==> src/rtl/xs20_pkg.sv <==
// shared types, constants and salsa20 round functions for the xsalsa20 stream core
`default_nettype none
package xs20_pkg;

   localparam int NumRegs   = 7;
   localparam int NumRounds = 20;

   // register indexes
   localparam logic [2:0] RegKey0   = 3'd0;
   localparam logic [2:0] RegKey1   = 3'd1;
   localparam logic [2:0] RegKey2   = 3'd2;
   localparam logic [2:0] RegKey3   = 3'd3;
   localparam logic [2:0] RegNonce0 = 3'd4;
   localparam logic [2:0] RegNonce1 = 3'd5;
   localparam logic [2:0] RegNonce2 = 3'd6;

   localparam logic [31:0] Sigma0 = 32'h6170_7865;
   localparam logic [31:0] Sigma1 = 32'h3320_646E;
   localparam logic [31:0] Sigma2 = 32'h7962_2D32;
   localparam logic [31:0] Sigma3 = 32'h6B20_6574;

   typedef struct packed {
      logic [63:0] message_word;
      logic [3:0]  valid_bytes;
      logic        last_word;
   } req_type;

   typedef struct packed {
      logic [63:0] cipher_word;
      logic [3:0]  out_valid_bytes;
      logic        out_last;
   } rsp_type;

   typedef logic [15:0][31:0] mat_type;
   typedef logic [7:0][31:0]  key_type;
   typedef logic [3:0][31:0]  nw_type;

   // controller to datapath
   typedef struct packed {
      logic       in_load;
      logic       load_sub;
      logic       load_blk;
      logic       round_en;
      logic       row_round;
      logic       save_sub;
      logic       save_ks;
      logic       ctr_clr;
      logic       ctr_inc;
      logic       out_load;
      logic [2:0] ks_sel;
   } cmd_type;

   // datapath to controller
   typedef struct packed {
      logic in_last;
   } sts_type;

   function automatic logic [31:0] rotl(logic [31:0] v, int s);
      return (v << s) | (v >> (32 - s));
   endfunction

   // quarter round, returns {d, c, b, a}
   function automatic nw_type qround(logic [31:0] a, logic [31:0] b,
                                     logic [31:0] c, logic [31:0] d);
      logic [31:0] a1, b1, c1, d1;
      nw_type      r;
      b1 = b ^ rotl(a + d, 7);
      c1 = c ^ rotl(b1 + a, 9);
      d1 = d ^ rotl(c1 + b1, 13);
      a1 = a ^ rotl(d1 + c1, 18);
      r[0] = a1;
      r[1] = b1;
      r[2] = c1;
      r[3] = d1;
      return r;
   endfunction

   // one column round or one row round
   function automatic mat_type salsa_round(mat_type x, logic row);
      mat_type y;
      nw_type  q0, q1, q2, q3;
      if (row) begin
         q0 = qround(x[0], x[1], x[2], x[3]);
         q1 = qround(x[5], x[6], x[7], x[4]);
         q2 = qround(x[10], x[11], x[8], x[9]);
         q3 = qround(x[15], x[12], x[13], x[14]);
         y[0] = q0[0];  y[1] = q0[1];  y[2] = q0[2];  y[3] = q0[3];
         y[5] = q1[0];  y[6] = q1[1];  y[7] = q1[2];  y[4] = q1[3];
         y[10] = q2[0]; y[11] = q2[1]; y[8] = q2[2];  y[9] = q2[3];
         y[15] = q3[0]; y[12] = q3[1]; y[13] = q3[2]; y[14] = q3[3];
      end else begin
         q0 = qround(x[0], x[4], x[8], x[12]);
         q1 = qround(x[5], x[9], x[13], x[1]);
         q2 = qround(x[10], x[14], x[2], x[6]);
         q3 = qround(x[15], x[3], x[7], x[11]);
         y[0] = q0[0];  y[4] = q0[1];  y[8] = q0[2];  y[12] = q0[3];
         y[5] = q1[0];  y[9] = q1[1];  y[13] = q1[2]; y[1] = q1[3];
         y[10] = q2[0]; y[14] = q2[1]; y[2] = q2[2];  y[6] = q2[3];
         y[15] = q3[0]; y[3] = q3[1];  y[7] = q3[2];  y[11] = q3[3];
      end
      return y;
   endfunction

   function automatic mat_type build_matrix(key_type k, nw_type n);
      mat_type m;
      m[0]  = Sigma0;
      m[1]  = k[0];
      m[2]  = k[1];
      m[3]  = k[2];
      m[4]  = k[3];
      m[5]  = Sigma1;
      m[6]  = n[0];
      m[7]  = n[1];
      m[8]  = n[2];
      m[9]  = n[3];
      m[10] = Sigma2;
      m[11] = k[4];
      m[12] = k[5];
      m[13] = k[6];
      m[14] = k[7];
      m[15] = Sigma3;
      return m;
   endfunction

endpackage
`default_nettype wire

==> src/rtl/xs20_ctrl.sv <==
// xsalsa20 controller: sequencing of subkey, keystream blocks and beats
`default_nettype none
module xs20_ctrl (
   input  wire logic            clock,
   input  wire logic            reset,
   input  wire logic            req_valid,
   output logic                 req_ready,
   output logic                 rsp_valid,
   input  wire logic            rsp_ready,
   input  wire xs20_pkg::sts_type sts,
   output xs20_pkg::cmd_type    cmd
);

   typedef enum logic [2:0] {
      S_IDLE,
      S_SUB,
      S_SKEY,
      S_LOADB,
      S_BLK,
      S_KS,
      S_EMIT
   } state_type;

   localparam logic [4:0] LastRound = 5'(xs20_pkg::NumRounds - 1);

   state_type  state_ff, state_in;
   logic [4:0] rnd_ff, rnd_in;
   logic [2:0] pos_ff, pos_in;
   logic       active_ff, active_in;
   logic       in_full_ff, in_full_in;
   logic       out_full_ff, out_full_in;
   logic       req_accept;

   assign req_ready  = !in_full_ff;
   assign rsp_valid  = out_full_ff;
   assign req_accept = req_valid && !in_full_ff;

   always_comb begin
      state_in  = state_ff;
      rnd_in    = rnd_ff;
      pos_in    = pos_ff;
      active_in = active_ff;
      cmd           = '0;
      cmd.in_load   = req_accept;
      cmd.row_round = rnd_ff[0];
      cmd.ks_sel    = pos_ff;
      case (state_ff)
         S_IDLE: begin
            if (in_full_ff) begin
               if (!active_ff) begin
                  cmd.load_sub = 1'b1;
                  cmd.ctr_clr  = 1'b1;
                  pos_in       = '0;
                  active_in    = 1'b1;
                  rnd_in       = '0;
                  state_in     = S_SUB;
               end else if (pos_ff == 3'd0) begin
                  state_in = S_LOADB;
               end else begin
                  state_in = S_EMIT;
               end
            end
         end
         S_SUB: begin
            cmd.round_en = 1'b1;
            rnd_in       = rnd_ff + 5'd1;
            if (rnd_ff == LastRound) begin
               state_in = S_SKEY;
            end
         end
         S_SKEY: begin
            cmd.save_sub = 1'b1;
            state_in     = S_LOADB;
         end
         S_LOADB: begin
            cmd.load_blk = 1'b1;
            rnd_in       = '0;
            state_in     = S_BLK;
         end
         S_BLK: begin
            cmd.round_en = 1'b1;
            rnd_in       = rnd_ff + 5'd1;
            if (rnd_ff == LastRound) begin
               state_in = S_KS;
            end
         end
         S_KS: begin
            cmd.save_ks = 1'b1;
            state_in    = S_EMIT;
         end
         S_EMIT: begin
            if (!out_full_ff || rsp_ready) begin
               cmd.out_load = 1'b1;
               if (sts.in_last) begin
                  active_in   = 1'b0;
                  pos_in      = '0;
                  cmd.ctr_clr = 1'b1;
               end else begin
                  pos_in      = pos_ff + 3'd1;
                  cmd.ctr_inc = (pos_ff == 3'd7);
               end
               state_in = S_IDLE;
            end
         end
         default: begin
            state_in = S_IDLE;
         end
      endcase

      if (req_accept) begin
         in_full_in = 1'b1;
      end else if (cmd.out_load) begin
         in_full_in = 1'b0;
      end else begin
         in_full_in = in_full_ff;
      end

      if (cmd.out_load) begin
         out_full_in = 1'b1;
      end else if (rsp_ready) begin
         out_full_in = 1'b0;
      end else begin
         out_full_in = out_full_ff;
      end
   end

   always_ff @(posedge clock) begin
      if (reset) begin
         state_ff    <= S_IDLE;
         rnd_ff      <= '0;
         pos_ff      <= '0;
         active_ff   <= 1'b0;
         in_full_ff  <= 1'b0;
         out_full_ff <= 1'b0;
      end else begin
         state_ff    <= state_in;
         rnd_ff      <= rnd_in;
         pos_ff      <= pos_in;
         active_ff   <= active_in;
         in_full_ff  <= in_full_in;
         out_full_ff <= out_full_in;
      end
   end

`ifndef SYNTHESIS
   // every busy state works on a held input beat
   a_busy_has_beat: assert property (@(posedge clock) disable iff (reset)
      (state_ff != S_IDLE) |-> in_full_ff)
      else $error("controller busy without an input beat");

   // rounds never run past the round count
   a_round_bound: assert property (@(posedge clock) disable iff (reset)
      cmd.round_en |-> (rnd_ff <= LastRound))
      else $error("round counter overran");

   // a last beat ends the message
   a_last_ends: assert property (@(posedge clock) disable iff (reset)
      (cmd.out_load && sts.in_last) |=> (!active_ff && pos_ff == 3'd0))
      else $error("message not closed after last beat");

   // a keystream block is only made inside a message
   a_blk_active: assert property (@(posedge clock) disable iff (reset)
      cmd.load_blk |-> (active_ff && pos_ff == 3'd0))
      else $error("keystream block started outside block boundary");
`endif

endmodule
`default_nettype wire
==> config.mk <==
export PLATFORM = sky130hd
export DESIGN_NAME = xs20_ctrl
export DESIGN_NICKNAME = d
export VERILOG_FILES = /design/src/rtl/xs20_pkg.sv /design/src/rtl/xs20_ctrl.sv
export SDC_FILE = /design/constraint.sdc
export NUM_CORES = 1
export LEC_CHECK = 0
export BUFFER_PORTS_ARGS = -buffer_cell sky130_fd_sc_hd__buf_4
export CAP_MARGIN = 20
export CORE_AREA = 2 2 48 50
export CTS_CLUSTER_DIAMETER = 100
export DETAILED_ROUTE_END_ITERATION = 6
export DIE_AREA = 0 0 50 52
export PLACE_DENSITY = 0.65
export SETUP_SLACK_MARGIN = 0.05
export SYNTH_ARGS = -nofsm -noshare
export SYNTH_HDL_FRONTEND = slang
export SYNTH_SLANG_ARGS = --single-unit
==> constraint.sdc <==
create_clock -name clock -period 1.9 [get_ports clock]
set_input_delay 0 -clock clock [delete_from_list [all_inputs] [get_ports clock]]
set_output_delay 0 -clock clock [all_outputs]
set_load 0.02 [all_outputs]
==> results of run 1 <==
## layout by cell type, fill, tap and decap left out, drive strengths merged, types with 2 or more instances in the layout
cell	Yosys	final
buf	7	23
dfxtp	14	14
nor2	13	13
a21oi	7	7
inv	6	6
nor3	6	6
o21ai	6	6
nand2	5	5
ha	4	4
dlygate4sd3	0	4
clkbuf	3	4
nor2b	3	3
nand3b	3	3
nand3	3	3
a311oi	3	3
nand4	3	3
a211oi	3	3
a21o	2	2
nand2b	2	2
o211ai	2	2
## registers in the layout, indices dropped and copies added (netlist names)
name and flops:
rsp_valid 1, rnd_ff 5, active_ff 1, state_ff 3
in_full_ff 1, pos_ff 3
## through the flow
step / power, mW / instance area [µm²] / cells / setup slack [ns] / util (%)
floorplan: 0.818 / 880 / 112 / 0.511 / -
global placement: 1.00 / 1030 / 153 / 0.354 / 49.1
detailed placement: 1.01 / 1030 / 153 / 0.331 / 49.1
CTS: 1.25 / 1110 / 161 / 0.0680 / 52.8
global route: 1.34 / 1120 / 161 / 0.104 / 53.0
finish: 1.24 / 1120 / 161 / 0.210 / 53.0
## path summary, 6_finish.rpt
path                             startpoint  cells after the start  slack [ns]         end
worst max-delay path            state_ff[2]                      4        0.21  in_full_ff
worst min-delay path              rsp_ready                      3        0.14   rsp_valid
worst max register to register  state_ff[2]                      4        0.21  in_full_ff
worst min register to register    rnd_ff[4]                      1        0.49   rnd_ff[4]
## per-layer routing
layer / global-route usage [%] / wire [µm] / vias to the layer above
li1: - / - / 445
met5: 0 / 0 / -
met4: 8.33 / 30 / 0
met2: 30.7 / 1070 / 27
met3: 2.59 / 97 / 4
met1: 21.4 / 950 / 406
## tightest hold or removal path, stage by stage
cell and delay (ns):
buf_4 0.08, nand2b_1 0.22, a21oi_1 0.09
## area by class of cell
cell class | instances | share of cell area [%]
clock buffers | 4 | 3.25
flip-flops and latches | 14 | 25.7
multi-input cells | 82 | 46.9
repair buffers | 27 | 19.1
well taps | 28 | 3.14
inverters | 6 | 2.02
## report_power, final
group          internal, mW  switching [mW]
logic                 0.256           0.305
registers             0.344           0.114
clock network         0.117           0.106
## kinds of logic (layout without fill, tap and decap cells)
| group | after synthesis | in the layout | synth area share (%) |
|---|---|---|---|
| AND/OR/NAND/NOR | 44 | 44 | 26.7 |
| XOR/XNOR | 1 | 1 | 1.85 |
| adder cells (fa/ha/maj) | 4 | 4 | 5.69 |
| AO/OA/AOI/OAI | 33 | 33 | 25.2 |
| flip-flops | 14 | 14 | 31.9 |
| buffers and inverters | 16 | 37 | 8.68 |
## Yosys cell counts, drive strengths merged, types with 2 or more instances
cell,count
a211oi,3
a21o,2
a21oi,7
a311oi,3
buf,7
clkbuf,3
dfxtp,14
ha,4
inv,6
nand2,5
nand2b,2
nand3,3
nand3b,3
nand4,3
nor2,13
nor2b,3
nor3,6
o211ai,2
o21ai,6
## repair_timing
| action | 4_1_cts | 5_1_grt |
|---|---|---|
| endpoints found under the hold margin | 7 | 0 |
| endpoints found under the setup margin | 1 | 2 |
| pin swaps | 0 | 0 |
| gates resized for setup | 1 | 3 |
| hold buffers | 4 | 0 |
==> results.txt, run 1 <==
The summed negative setup slack over all endpoints is 0 ns. The setup violation total in the final timing report came out at 0. The synthesized design contains 0 enable-type register cells.

The post-synthesis sequential area ratio came out at 31.9%. The worst setup path is of the reg -> reg kind. Across the whole layout, storage elements account for roughly 290 µm².

The capturing element type of the critical path is a register. Summing over every cut layer, the via total after detailed routing is 882. The number of DRC violations after detailed-routing iteration 0 is 24. Summed over all cells, the static leakage comes to 0.467 nW. The post-synthesis net count is 121. The area share of the largest cell type after synthesis is 31.9%.

The final hold slack came out at 0.143 ns. The footprint of the multi-input gates is between 500 and 600 µm². The number of hold violations in the final report was 0. The global-route wire length before repair came out at 3510 µm.

The worst pin sits at a relative slew slack of approximately three quarters. The run finished with clean final reports. The number of max-slew violations in the final report is 0. The antenna cell count came out at 0. The biggest fanout along the worst timing path is 12. Between clock sinks in the finished design, the worst skew comes to 0.0131 ns.

The average instance in the mapped netlist occupies slightly below 8 µm². The most used flip-flop cell after synthesis is dfxtp_1. The yosys synthesis warning count came out at 0. No sink is reached through more buffers than the 2 on the longest clock path. The number of clock buffers added by TritonCTS is 3. The detailed placement HPWL came out at around 1500 µm.

For the worst setup path, the data required time is between 2 and 2.5 ns. The maximum number of pins on one net before global-route repair came out at 20. By area the synthesized netlist is led by dfxtp_1 (32%), ha_1 (5.7%), nor2_1 (5.1%). The peak supply drop is 0.608 mV.

After floorplanning, the core was sized to cover 2110 µm². The final weighted congestion of routability-driven global placement is around 0.76. The buffering stage count on the worst path with inverters included is 1. CTS placed an instance of clkbuf_4 at the clock tree root. The fraction of the cycle the final worst path needs is 88.9%. The number of primary I/O pins came out at 20. STA classifies the critical path startpoint as a register.

In this run the number of H-tree levels came out at 1. The gate count of the mapped netlist came out at 112. At the pin with the least slew margin, the transition time is roughly 0.34 ns.

The per-cell routed wire length is 13.3 µm. TritonCTS built the clock tree. The gate family responsible for the most delay along the worst path is buffers and inverters. The row count is 17. The clock edge transition at the registers on the reported setup and hold paths came out at 0.10 ns. The initial core utilization is 41.8%. The growth of design area from synthesis to finish is 26.9%. The netlist uses 38 different library cells. For this design, the slowest cell found on the critical path is dlygate4sd3_1. The number of setup buffers added after CTS is 0. The share of layout cells above drive strength 1 is 24.8%. The final layout contains routed wiring with a total length of 2150 µm. The number of vias per cell is 5.48. The filler cell count in the final layout came out at 212. The die covers 2600 µm². The post-synthesis async set-or-reset flop share is 0%. The remaining global-route overflow came out at 0.

The summed instance area of the synthesized netlist is 880 µm². The biggest cell delay along the critical path came out at about 0.57 ns. The type of the most critical hold path is in -> reg. The number of global-route vias before repair is 800. The final layout net count is 143. The die extent in y is approximately 52 µm. The number of violations of the max-capacitance limit came out at 0. In the routed design, unresolved DRC markers number 0. The later pin in the worst-skew pair is clocked with a latency of 0.29 ns. The post-route minimum period came out at 1.69 ns. The critical path goes through nand3b_1 > nor2_1 > a211oi_1 > dlygate4sd3_1. Setup repair after global routing left no endpoint under its margin. The total global-route track usage came out at approximately 18%.

The initial antenna violation count came to 0. Of all cell types, the one taking the most synthesized area is dfxtp_1. The upper clock frequency limit is 0.592 GHz. The die is 50 µm wide. In this run the power density over the cells is 1110 nW/µm². The number of iterations in the first detailed-routing pass is 5. The data arrival at the endpoint of the critical path came out at between 1.5 and 2 ns.

The count of nets left with antenna violations once routing finished came out at 0. The clock net sink count is 14. The register bit count reported by yosys came out at 14. Port buffering added 19 buffers.
(Power assumes the default switching activity.)
==> run 2, diff against run 1 <==
--- a/config.mk
+++ b/config.mk
@@ -12,7 +12,9 @@
 export DETAILED_ROUTE_END_ITERATION = 6
 export DIE_AREA = 0 0 50 52
 export PLACE_DENSITY = 0.65
+export REMOVE_ABC_BUFFERS = 1
 export SETUP_SLACK_MARGIN = 0.05
+export SKIP_CTS_REPAIR_TIMING = 1
 export SYNTH_ARGS = -nofsm -noshare
 export SYNTH_HDL_FRONTEND = slang
 export SYNTH_SLANG_ARGS = --single-unit
==> run 2 against run 1 <==
Against the previous run:
- the flow now finishes with violations (hold timing)
- sequential cell count unchanged
- clock-buffer cell count unchanged
- final cell count fell by 2.5%
- fmax grew 5.1%
- wire length fell by 8.2%
- first-iteration DRC count grew 33%
- combinational power barely moved
- critical path type is now reg -> out
- critical endpoint is now cmd[5]
==> results.txt, run 2 (same netlist as run 1, synthesis figures left out) <==
Leaving out fill and tap cells, the most frequent cell in the layout is buf_4. The start point of the worst hold path is req_valid. Entering global routing, the biggest net connects 18 pins. The biggest cell delay along the critical path came out at 0.55 ns. The number of violations of the max-capacitance limit is 0. The dominant cell type by count on the critical path is buf_4. The path class of the tightest hold or removal check is in -> reg. The number of flip-flops under the largest register name is 5.

The worst setup path is of the reg -> out kind. The count of cells along the worst register-to-register path came out at 3. The initial core utilization came out at 41.8%. Derived from the worst setup path, the maximum achievable clock frequency is 0.622 GHz. The capturing element type of the critical path is an output pin. In the routed layout, each cell is associated on average with a via count of 5.43. The number of hold violations in the final report was 2.

In this run the critical register-to-register path is captured at rnd_ff[2]. The insertion delay to the later sink of the worst-skew pair came out at 0.28 ns. After layout, the worst path uses 84.6% of the clock period.

The total via count in the routed design is 852. The post-place instance area is 1030 µm². The slew at the pin closest to its max-slew limit is 0.599 ns. The slowest stage of the critical path is the dfxtp_1 cell. The number of global-route vias before repair is 728. The reported leakage power came out at 0.450 nW.

The largest registers in the layout are rnd_ff (5), pos_ff (3), state_ff (3). The detailed placement HPWL is 1500 µm. Global routing used 17.0% of the available tracks across all layers. For this run, the detailed router's first-pass iteration total came to 4. The post-route minimum period came out at 1.61 ns. Walking the worst path, the cells encountered are buf_4 > nor3_1 > and2_1 > a21o_1 > buf_4. Setup repair after global routing left no endpoint under its margin. The slack of the worst reg-to-reg path is 0.30 ns. The antenna cell count came out at 0. The summed negative setup slack over all endpoints came out at 0 ns. The number of max-slew violations in the final report is 0.

The count of buffers from port buffering is 19. The total clock buffers created by CTS came out at 3. For hold timing, the worst endpoint is in_full_ff.

The flow ran to the end, but the final reports show violations. For the worst setup path, the data required time is about 1.9 ns. The gate family responsible for the most delay along the worst path is flip-flops. The congestion estimate from routability-driven global placement came to between 0.8 and 0.9.

The growth of design area from synthesis to finish came out at 21.9%. The TritonCTS clock tree is built. The top cell types in the final layout, fill and taps aside, are buf_4 (23), nor2_1 (12), dfxtp_1 (12). In the routed design, unresolved DRC markers number 0. The global-route wire length before repair came out at 3410 µm. The register containing the most flip-flops in the final layout is rnd_ff.

The total length of routed wires is about 2000 µm. The total power per unit cell area is 1130 nW/µm². Between clock sinks in the finished design, the worst skew comes to ~0.0046 ns.

The die is 50 µm wide. The share of layout cells above drive strength 1 is 24.8%. The cell at the root of the clock tree is clkbuf_4. The initial antenna violation count came out at 0. The hold-critical path depth came out at 3.

Of all nets on the critical path, the largest fanout is 10. The clock edge transition at the registers on the reported setup and hold paths came out at 0.09 ns. Hold timing on the final database bottoms out at a slack of -0.00568 ns. The row count came out at 17. The number of DRC violations after detailed-routing iteration 0 is 32. The worst-case IR drop observed on VDD is 0.667 mV. STA classifies the critical path startpoint as a register. The final reports fail on hold timing. The per-cell routed wire length came out at about 13 µm.

The post-route cell area is 1070 µm². Together, buffers and inverters on the worst path number 2. After the last flow step, the layout net total stands at 139.

The maximum number of buffers from clock root to sink came out at 2. The number of primary I/O pins is 20. The die extent in y is 52 µm. The worst register-to-register path begins at state_ff[0].

The remaining global-route overflow is 0. The core outline area came out at approximately 2100 µm². The die covers roughly 2600 µm². The setup violation total in the final timing report is 0. The normalized max-slew margin is 59.7%.

CTS saw 14 sinks. The data arrival at the endpoint of the critical path came out at 1.61 ns. The total number of H-tree levels came out at 1. The remaining antenna violation count came out at 0.
## run 2: cell types whose count changed in the layout (fill, tap and decap cells not counted)
cell           before  now
dlygate4sd3_1       4    0
dfxtp_1            11   12
dfxtp_4             1    0
## run 2: layout make-up
| cell class | count | area [µm²] |
|---|---|---|
| clock buffer | 4 | 36.3 |
| fill | 206 | 1030 |
| tap | 28 | 35.0 |
| timing repair buffer | 23 | 173 |
| multi-input combinational | 82 | 523 |
| inverter | 6 | 22.5 |
| sequential | 14 | 283 |
## run 2: layer usage
layer,part of all wire [%],global-route usage (%),vias up
met5,0,0,-
met4,0.71,8.33,0
met3,5.2,2.87,2
met2,45,25.9,26
met1,49,23.2,381
li1,-,-,443
## run 2: how the worst max path moves through the flow
stage,endpoint,start,cells past startpoint,slack [ns]
2_1_floorplan,state_ff[1],rnd_ff[0],5,0.35
3_3_place_gp,rnd_ff[2],state_ff[0],3,0.32
3_5_place_dp,rnd_ff[4],state_ff[0],3,0.30
4_1_cts,cmd[4],state_ff[2],5,0.16
5_1_grt,rnd_ff[4],state_ff[0],3,0.11
6_report,cmd[5],state_ff[0],5,0.29
## run 2: metrics by stage
stage | instances | util [%] | hold WS, ns | power, mW | setup slack [ns]
after global routing | 157 | 50.9 | -0.000264 | 1.31 | 0.108
after floorplan | 102 | - | 0.0691 | 0.777 | 0.348
after global placement | 153 | 49.1 | 0.296 | 0.994 | 0.318
after detailed placement | 153 | 49.1 | 0.299 | 0.994 | 0.297
final | 157 | 50.9 | -0.00568 | 1.21 | 0.292
after CTS | 157 | 50.8 | -0.00942 | 1.22 | 0.164
## run 2: worst register-to-register path, stage by stage (launching register included)
cell and delay (ns):
dfxtp_1 0.55, inv_1 0.19, a21boi_0 0.53, a311oi_1 0.18
## run 2: power by group
part	internal, mW	switching, mW	leakage [nW]
registers	0.338	0.0902	0.115
logic	0.244	0.315	0.314
clock network	0.117	0.104	0.0210
total	0.699	0.510	0.450
